`config.mk`:
```
export PLATFORM = sky130hd
export DESIGN_NAME = particle_sensor_response_parser
export DESIGN_NICKNAME = d
export VERILOG_FILES = /design/src/hw/rtl/psrp_pkg.sv /design/src/hw/rtl/particle_sensor_response_parser.sv /design/src/hw/rtl/psrp_front.sv /design/src/hw/rtl/psrp_queue.sv /design/src/hw/rtl/psrp_back.sv
export SDC_FILE = /design/constraint.sdc
export NUM_CORES = 1
export LEC_CHECK = 0
export ABC_CLOCK_PERIOD_IN_PS = 7100
export BUFFER_PORTS_ARGS = -buffer_cell sky130_fd_sc_hd__buf_2
export CAP_MARGIN = 30
export CORE_MARGIN = 8
export CORE_UTILIZATION = 41
export CTS_CLUSTER_SIZE = 14
export DETAILED_ROUTE_END_ITERATION = 8
export GPL_TIMING_DRIVEN = 0
export HOLD_SLACK_MARGIN = 0.1
export PLACE_DENSITY = 0.67
export SYNTH_ARGS = -nofsm -noshare
export SYNTH_HDL_FRONTEND = slang
export SYNTH_HIERARCHICAL = 1
export SYNTH_SLANG_ARGS = --single-unit
```
`constraint.sdc`:
```
create_clock -name clk -period 7.1 [get_ports clk]
set_input_delay 1.065 -clock clk [delete_from_list [all_inputs] [get_ports clk]]
set_output_delay 1.065 -clock clk [all_outputs]
set_load 0.01 [all_outputs]
```
`src/hw/rtl/psrp_pkg.sv`:
```
package psrp_pkg;

  // Parser phase codes.
  localparam logic [1:0] PH_IDLE = 2'd0;
  localparam logic [1:0] PH_HEAD = 2'd1;
  localparam logic [1:0] PH_BODY = 2'd2;

  // Result status codes.
  localparam logic [3:0] ST_ACK      = 4'd0;
  localparam logic [3:0] ST_NACK     = 4'd1;
  localparam logic [3:0] ST_MEASURE  = 4'd2;
  localparam logic [3:0] ST_COEFF    = 4'd3;
  localparam logic [3:0] ST_BADSUM   = 4'd4;
  localparam logic [3:0] ST_UNKNOWN  = 4'd5;
  localparam logic [3:0] ST_TIMEOUT  = 4'd6;
  localparam logic [3:0] ST_OVERFLOW = 4'd7;
  localparam logic [3:0] ST_OTHER    = 4'd8;

  // Frame kinds.
  localparam logic KIND_LEN  = 1'b0;
  localparam logic KIND_AUTO = 1'b1;

  // Header and command bytes.
  localparam logic [7:0] HDR_ACK   = 8'hA5;
  localparam logic [7:0] HDR_NACK  = 8'h96;
  localparam logic [7:0] HDR_LEN   = 8'h40;
  localparam logic [7:0] HDR_AUTO0 = 8'h42;
  localparam logic [7:0] HDR_AUTO1 = 8'h4D;
  localparam logic [7:0] CMD_MEAS  = 8'h04;
  localparam logic [7:0] CMD_COEFF = 8'h10;

  localparam logic [15:0] NO_VALUE = 16'hFFFF;
  localparam logic [7:0]  NO_COEFF = 8'hFF;

  // Autosend frame positions.
  localparam logic [5:0] AUTO_SUM_HI = 6'd30;
  localparam logic [5:0] AUTO_LAST   = 6'd31;

  localparam int unsigned QUEUE_DEPTH = 4;
  localparam int unsigned QPTR_W      = 2;

  // Byte compares that the front end works out once per byte.
  typedef struct packed {
    logic is_a5;
    logic is_96;
    logic is_40;
    logic is_42;
    logic is_4d;
    logic is_04;
    logic is_10;
    logic too_long;
  } byte_cls_t;

  // One classified input transaction.
  typedef struct packed {
    logic       func;
    logic [7:0] rx_byte;
    byte_cls_t  cls;
  } item_t;

  // One result.
  typedef struct packed {
    logic [3:0]  status;
    logic [15:0] pm25;
    logic [15:0] pm10;
    logic [7:0]  coeff;
  } result_t;

endpackage

```
`src/hw/rtl/particle_sensor_response_parser.sv`:
```
// Particle sensor response parser.
// The input stream carries one transaction per received serial byte: in_tdata
// is the byte and in_tuser marks a receive timeout event (the byte is then
// ignored). The output stream carries one transaction per completed frame,
// timeout event or rejected header: out_tuser is the status code and out_tdata
// packs the PM2.5 and PM10 readings and the coefficient. Readings that do not
// apply read as all ones.
// A byte accepted by the block is classified and written to a four-entry
// queue; the parser takes it from the queue and writes each result to the
// output register, which drives out_tvalid. The parser handles one byte per
// cycle from the queue, so the block sustains one input transaction per clock
// while results are taken.
// When the receiver holds out_tready low, the result stays in the output
// register and the parser stops taking bytes from the queue until that result
// is taken; the queue then fills and in_tready drops once four transactions
// are waiting in it.
// Reset empties the queue and the output register and returns the parser to
// idle, waiting for the first byte of a frame. There are no configuration
// registers; MAX_FRAME sets the largest length-prefixed frame accepted.
module particle_sensor_response_parser #(
  parameter int unsigned MAX_FRAME = 32
) (
  input  logic        clk,
  input  logic        rst_n,
  input  logic        in_tvalid,
  output logic        in_tready,
  input  logic [7:0]  in_tdata,   // [7:0] rx_byte
  input  logic        in_tuser,   // [0] func (1 = receive timeout)
  output logic        out_tvalid,
  input  logic        out_tready,
  output logic [39:0] out_tdata,  // [15:0] pm25, [31:16] pm10, [39:32] coeff
  output logic [3:0]  out_tuser   // [3:0] status
);
  import psrp_pkg::*;

  item_t push_item;
  item_t q_item;
  logic  push;
  logic  pop;
  logic  q_valid;
  logic  q_full;

  // Front end: takes bytes and works out the header and command compares.
  psrp_front #(
    .MAX_FRAME (MAX_FRAME)
  ) u_front (
    .in_tvalid (in_tvalid),
    .in_tready (in_tready),
    .in_tdata  (in_tdata),
    .in_tuser  (in_tuser),
    .q_full    (q_full),
    .q_push    (push),
    .q_item    (push_item)
  );

  // Queue that lets the front end keep accepting while the output stalls.
  psrp_queue u_queue (
    .clk       (clk),
    .rst_n     (rst_n),
    .push      (push),
    .push_item (push_item),
    .pop       (pop),
    .q_valid   (q_valid),
    .q_full    (q_full),
    .q_item    (q_item)
  );

  // Back end: frame state, checksums and the output register.
  psrp_back u_back (
    .clk        (clk),
    .rst_n      (rst_n),
    .q_valid    (q_valid),
    .q_item     (q_item),
    .q_pop      (pop),
    .out_tvalid (out_tvalid),
    .out_tready (out_tready),
    .out_tdata  (out_tdata),
    .out_tuser  (out_tuser)
  );

endmodule

```
`src/hw/rtl/psrp_front.sv`:
```
module psrp_front #(
  parameter int unsigned MAX_FRAME = 32
) (
  input  logic            in_tvalid,
  output logic            in_tready,
  input  logic [7:0]      in_tdata,
  input  logic            in_tuser,
  input  logic            q_full,
  output logic            q_push,
  output psrp_pkg::item_t q_item
);
  import psrp_pkg::*;

  localparam logic [7:0] MAX_LEN = 8'(MAX_FRAME - 3);

  assign in_tready = !q_full;
  assign q_push    = in_tvalid && !q_full;

  always_comb begin
    q_item.func         = in_tuser;
    q_item.rx_byte      = in_tdata;
    q_item.cls.is_a5    = (in_tdata == HDR_ACK);
    q_item.cls.is_96    = (in_tdata == HDR_NACK);
    q_item.cls.is_40    = (in_tdata == HDR_LEN);
    q_item.cls.is_42    = (in_tdata == HDR_AUTO0);
    q_item.cls.is_4d    = (in_tdata == HDR_AUTO1);
    q_item.cls.is_04    = (in_tdata == CMD_MEAS);
    q_item.cls.is_10    = (in_tdata == CMD_COEFF);
    q_item.cls.too_long = (in_tdata > MAX_LEN);
  end

endmodule

```
`src/hw/rtl/psrp_queue.sv`:
```
module psrp_queue (
  input  logic            clk,
  input  logic            rst_n,
  input  logic            push,
  input  psrp_pkg::item_t push_item,
  input  logic            pop,
  output logic            q_valid,
  output logic            q_full,
  output psrp_pkg::item_t q_item
);
  import psrp_pkg::*;

  item_t             mem_r [QUEUE_DEPTH];
  logic [QPTR_W-1:0] wr_ptr_r;
  logic [QPTR_W-1:0] rd_ptr_r;
  logic [QPTR_W:0]   count_r;

  assign q_valid = (count_r != '0);
  assign q_full  = (count_r == (QPTR_W+1)'(QUEUE_DEPTH));
  assign q_item  = mem_r[rd_ptr_r];

  always_ff @(posedge clk) begin
    if (push) begin
      mem_r[wr_ptr_r] <= push_item;
    end
  end

  always_ff @(posedge clk) begin
    if (!rst_n) begin
      wr_ptr_r <= '0;
      rd_ptr_r <= '0;
      count_r  <= '0;
    end else begin
      if (push) begin
        wr_ptr_r <= wr_ptr_r + 1'b1;
      end
      if (pop) begin
        rd_ptr_r <= rd_ptr_r + 1'b1;
      end
      if (push && !pop) begin
        count_r <= count_r + 1'b1;
      end else if (pop && !push) begin
        count_r <= count_r - 1'b1;
      end
    end
  end

endmodule

```
`src/hw/rtl/psrp_back.sv`:
```
module psrp_back (
  input  logic            clk,
  input  logic            rst_n,
  input  logic            q_valid,
  input  psrp_pkg::item_t q_item,
  output logic            q_pop,
  output logic            out_tvalid,
  input  logic            out_tready,
  output logic [39:0]     out_tdata,
  output logic [3:0]      out_tuser
);
  import psrp_pkg::*;

  logic [1:0]  phase_r,  phase_nxt;
  logic [7:0]  head_r,   head_nxt;
  byte_cls_t   hcls_r,   hcls_nxt;
  logic        kind_r,   kind_nxt;
  logic [5:0]  cnt_r,    cnt_nxt;
  logic [7:0]  len_r,    len_nxt;
  logic [15:0] sum_r,    sum_nxt;
  logic [7:0]  cmd_r,    cmd_nxt;
  logic [7:0]  data_r   [4];
  logic [7:0]  data_nxt [4];
  logic [7:0]  shb_r,    shb_nxt;

  logic        out_valid_r;
  result_t     out_r;

  logic        emit;
  result_t     res;
  logic [7:0]  b;
  logic [8:0]  last_pos;
  logic [7:0]  len_chk;
  logic [15:0] got_sum;

  assign q_pop    = q_valid && (!out_valid_r || out_tready);
  assign b        = q_item.rx_byte;
  assign last_pos = {1'b0, len_r} + 9'd2;
  assign len_chk  = 8'(~sum_r[7:0] + 8'd1);
  assign got_sum  = {shb_r, b};

  always_comb begin
    phase_nxt = phase_r;
    head_nxt  = head_r;
    hcls_nxt  = hcls_r;
    kind_nxt  = kind_r;
    cnt_nxt   = cnt_r;
    len_nxt   = len_r;
    sum_nxt   = sum_r;
    cmd_nxt   = cmd_r;
    data_nxt  = data_r;
    shb_nxt   = shb_r;
    emit       = 1'b0;
    res.status = ST_TIMEOUT;
    res.pm25   = NO_VALUE;
    res.pm10   = NO_VALUE;
    res.coeff  = NO_COEFF;

    if (q_pop) begin
      if (q_item.func) begin
        emit       = 1'b1;
        res.status = ST_TIMEOUT;
      end else begin
        case (phase_r)
          PH_HEAD: begin
            for (int i = 0; i < 4; i++) begin
              data_nxt[i] = '0;
            end
            sum_nxt = {8'h00, head_r} + {8'h00, b};
            cnt_nxt = 6'd2;
            cmd_nxt = '0;
            shb_nxt = '0;
            if (hcls_r.is_a5 && q_item.cls.is_a5) begin
              emit       = 1'b1;
              res.status = ST_ACK;
            end else if (hcls_r.is_96 && q_item.cls.is_96) begin
              emit       = 1'b1;
              res.status = ST_NACK;
            end else if (hcls_r.is_40) begin
              if (q_item.cls.too_long) begin
                emit       = 1'b1;
                res.status = ST_OVERFLOW;
              end else begin
                len_nxt   = b;
                kind_nxt  = KIND_LEN;
                phase_nxt = PH_BODY;
              end
            end else if (hcls_r.is_42 && q_item.cls.is_4d) begin
              kind_nxt  = KIND_AUTO;
              phase_nxt = PH_BODY;
            end else begin
              emit       = 1'b1;
              res.status = ST_UNKNOWN;
            end
          end
          PH_BODY: begin
            if (kind_r == KIND_LEN) begin
              // Command at position 2, data at positions 3 to 6; the values
              // written by this byte already count for the checksum byte.
              if (cnt_r == 6'd2) begin
                cmd_nxt = b;
              end
              if (cnt_r >= 6'd3 && cnt_r <= 6'd6) begin
                data_nxt[cnt_r[1:0] - 2'd3] = b;
              end
              if ({3'b000, cnt_r} >= last_pos) begin
                emit = 1'b1;
                if (cmd_nxt == CMD_MEAS) begin
                  if (len_chk == b) begin
                    res.status = ST_MEASURE;
                    res.pm25   = {data_nxt[0], data_nxt[1]};
                    res.pm10   = {data_nxt[2], data_nxt[3]};
                  end else begin
                    res.status = ST_BADSUM;
                  end
                end else if (cmd_nxt == CMD_COEFF) begin
                  res.status = ST_COEFF;
                  res.coeff  = data_nxt[0];
                end else begin
                  res.status = ST_OTHER;
                end
              end else begin
                sum_nxt = sum_r + {8'h00, b};
                cnt_nxt = cnt_r + 6'd1;
              end
            end else begin
              // Autosend frame: data at positions 6 to 9, sum over 0 to 29.
              if (cnt_r >= 6'd6 && cnt_r <= 6'd9) begin
                data_nxt[cnt_r[1:0] - 2'd2] = b;
              end
              if (cnt_r < AUTO_SUM_HI) begin
                sum_nxt = sum_r + {8'h00, b};
              end
              if (cnt_r == AUTO_SUM_HI) begin
                shb_nxt = b;
              end
              if (cnt_r >= AUTO_LAST) begin
                emit = 1'b1;
                if (got_sum == sum_r) begin
                  res.status = ST_MEASURE;
                  res.pm25   = {data_r[0], data_r[1]};
                  res.pm10   = {data_r[2], data_r[3]};
                end else begin
                  res.status = ST_BADSUM;
                end
              end else begin
                cnt_nxt = cnt_r + 6'd1;
              end
            end
          end
          default: begin
            head_nxt  = b;
            hcls_nxt  = q_item.cls;
            cnt_nxt   = 6'd1;
            phase_nxt = PH_HEAD;
          end
        endcase
      end
      if (emit) begin
        phase_nxt = PH_IDLE;
        cnt_nxt   = '0;
      end
    end
  end

  always_ff @(posedge clk) begin
    if (!rst_n) begin
      phase_r     <= PH_IDLE;
      head_r      <= '0;
      hcls_r      <= '0;
      kind_r      <= KIND_LEN;
      cnt_r       <= '0;
      len_r       <= '0;
      sum_r       <= '0;
      cmd_r       <= '0;
      shb_r       <= '0;
      out_valid_r <= 1'b0;
      for (int i = 0; i < 4; i++) begin
        data_r[i] <= '0;
      end
    end else begin
      phase_r <= phase_nxt;
      head_r  <= head_nxt;
      hcls_r  <= hcls_nxt;
      kind_r  <= kind_nxt;
      cnt_r   <= cnt_nxt;
      len_r   <= len_nxt;
      sum_r   <= sum_nxt;
      cmd_r   <= cmd_nxt;
      shb_r   <= shb_nxt;
      data_r  <= data_nxt;
      if (q_pop && emit) begin
        out_valid_r <= 1'b1;
      end else if (out_tready) begin
        out_valid_r <= 1'b0;
      end
    end
  end

  always_ff @(posedge clk) begin
    if (q_pop && emit) begin
      out_r <= res;
    end
  end

  assign out_tvalid = out_valid_r;
  assign out_tuser  = out_r.status;
  assign out_tdata  = {out_r.coeff, out_r.pm10, out_r.pm25};

endmodule

```
==> impl_metrics.json <==
{
  "gp_congestion": 0.906,
  "post_drt_wl_per_cell_um": 17.6,
  "tightest_slew_ns": 1.06,
  "multiInputGateArea_um2": 4520,
  "syn_area_per_cell_um2": 10.4,
  "maxCapViolCount": 0,
  "grt_usage_pct": 15.8,
  "synthCells": 968,
  "finalClockSkew_ns": 0.0170,
  "htreeDepth": 1,
  "io_buffers": 57,
  "area_delta_synth_final_pct": 14.7,
  "cp.arrival_ns": 4.35,
  "syn_nets": 1019,
  "ctsRootBufferMaster": "clkbuf_16",
  "setup_viol": 0,
  "clkSlewWorstSetupHoldPaths_ns": 0.06,
  "utilization_pct": 47.8,
  "cts_max_path_buffers": 3,
  "post_cts_resized": 0,
  "gr-usage-met2_pct": 24.6,
  "grt_use_met1_pct": 21.9,
  "syn-cell-area_um2": 10100,
  "min_period_ns": 4.13,
  "coreArea_um2": 24200,
  "ctsHoldBuffers": 0,
  "cp_slowest_cell": "nor4_4",
  "setup-tns-final_ns": 0,
  "die_h_um": 173,
  "cts_tree": "built",
  "slew-limit-headroom_pct": 28.9,
  "status": "complete, no violations",
  "clock_latency_ns": 0.50,
  "cts_sinks": 207,
  "grt_pass1_vias": 7338,
  "drcViolationCount": 0,
  "first_pass_iters": 5,
  "required_ns": 7.32,
  "viasPerCell": 5.54,
  "die_width_um": 173,
  "seqCellArea_um2": 5180,
  "via_count": 7704,
  "path_delay_family": "simple AND/OR/NAND/NOR gates",
  "antenna_cells": 0,
  "grt_max_degree": 45,
  "timing.fmax_mhz": 242,
  "ir_worst_vdd_v": 0.000209,
  "max_stage_delay_ns": 0.78,
  "rsz0062_at_grt": "no",
  "grt_first_pass_wirelength_um": 39200,
  "cp_cell_sequence": "buf_6, buf_12, mux4_2, ha_1, nor2_1, or4bb_1, nor4_4, nand4_2, o22ai_1, nand2_1",
  "nets": 1102,
  "grt-ovfl-total": 0,
  "drive_gt1_share_pct": 13.2,
  "fp.dieArea_um2": 29900,
  "grt_util_met3_pct": 2.72,
  "fillers": 2235,
  "yosysWarningCount": 6,
  "critical_path_class": "flop to flop",
  "power.leakage_uw": 0.00393,
  "cp_max_fo": 10,
  "routed_wl_um": 24400,
  "power_density_nw_per_um2": 347,
  "critPathBufInv": 2,
  "final_antenna_net_count": 0,
  "hold_violations": 0,
  "slew_viol_final": 0,
  "critPathLaunchType": "flop",
  "num_rows": 57,
  "cts_setup_buffers": 0,
  "ioPinCount": 59,
  "endpoint_kind": "flop",
  "cts-buffers-inserted": 22,
  "place_hpwl_um": 17000,
  "drt_iter0_markers": 641,
  "start_util_pct": 41.7,
  "fin_crit_sh_pct": 58.2,
  "grt-busiest-layer": "met2",
  "antenna_found_initial": 0,
  "hold_path.class": "flop to flop"
}
-- final cells by class --
type / count / share of cell area [%]
clock inverters: 11 / 1.19
multi-input cells: 671 / 39.0
plain buffers: 60 / 2.48
well taps: 324 / 3.50
inverters: 30 / 0.972
flip-flops and latches: 207 / 44.7
repair buffers: 59 / 2.68
clock buffers: 29 / 5.43
-- worst register-to-register path, delay by kind of cell, from the launching register on --
kind | cells | cell delay (ns)
buffers and inverters | 2 | 0.32
flip-flops | 1 | 0.33
AO/OA/AOI/OAI | 1 | 0.29
AND/OR/NAND/NOR | 5 | 1.89
multiplexers | 1 | 0.65
adder cells (fa/ha/maj) | 1 | 0.39
-- power breakdown --
part,leakage (µW),total [µW],internal [µW],switching [µW]
clock,0.000372,1190,735,456
combinational,0.00184,1350,478,868
sequential,0.00172,1490,1420,68.1
total,0.00393,4020,2630,1390
-- sequential cells by signal, indices dropped and copies added (netlist names), named ones only --
name / flops
u_back/shb_r: 8
u_back/cmd_r: 8
u_queue/rd_ptr_r: 2
u_back/out_tdata: 40
u_queue/mem_r: 60
u_back/out_tvalid: 1
u_queue/wr_ptr_r: 2
u_back/hcls_r: 4
u_back/cnt_r: 6
u_queue/count_r: 3
u_back/out_tuser: 4
u_back/head_r: 8
u_back/sum_r: 16
u_back/phase_r: 2
u_back/len_r: 8
u_back/kind_r: 1
u_back/data_r: 32
-- placed cells by master, fill, tap and decap left out, drive strengths merged, types with 10 or more instances in the layout --
| cell type | count |
|---|---|
| ha | 35 |
| xnor2 | 19 |
| o22ai | 35 |
| nor3 | 16 |
| nand3 | 33 |
| xor2 | 13 |
| nor2b | 10 |
| clkbuf | 70 |
| nand2 | 115 |
| a21oi | 54 |
| mux2i | 17 |
| o21ai | 37 |
| dfxtp | 103 |
| or3 | 11 |
| buf | 78 |
| inv | 29 |
| nor4 | 12 |
| edfxtp | 104 |
| nor2 | 88 |
| a22oi | 40 |
| and2 | 15 |
| mux4 | 15 |
-- path summary, 6_finish.rpt --
path	depth (start not counted)	to	from	slack (ns)
worst max-delay path	10	u_back/out_tdata[12]$_SDFFCE_PP1P_	flop	2.97
worst min-delay path	2	u_back/head_r[7]$_SDFFE_PN0P_	u_back/head_r[7]$_SDFFE_PN0P_	0.46
worst min register to register	2	u_back/head_r[7]$_SDFFE_PN0P_	u_back/head_r[7]$_SDFFE_PN0P_	0.46
worst max register to register	10	u_back/out_tdata[12]$_SDFFCE_PP1P_	flop	2.97
-- per-layer routing --
| metal | share of wire (%) | routed length, µm |
|---|---|---|
| met2 | 44 | 10700 |
| met3 | 6.9 | 1680 |
| met1 | 47 | 11400 |
| met4 | 2.7 | 657 |
| met5 | 0 | 0 |
-- metrics by stage --
stage	worst slack (ns)	area (µm²)	total power [µW]	cells	hold WS, ns
2_1_floorplan	3.59	10100	2440	968	0.440
3_3_place_gp	2.94	10800	2810	1349	0.450
3_5_place_dp	3.02	10800	2840	1351	0.453
4_1_cts	2.95	11600	4050	1391	0.461
5_1_grt	2.80	11600	4240	1391	0.478
6_report	2.97	11600	4020	1391	0.460
No activity file was read; power rests on OpenSTA's default activity.
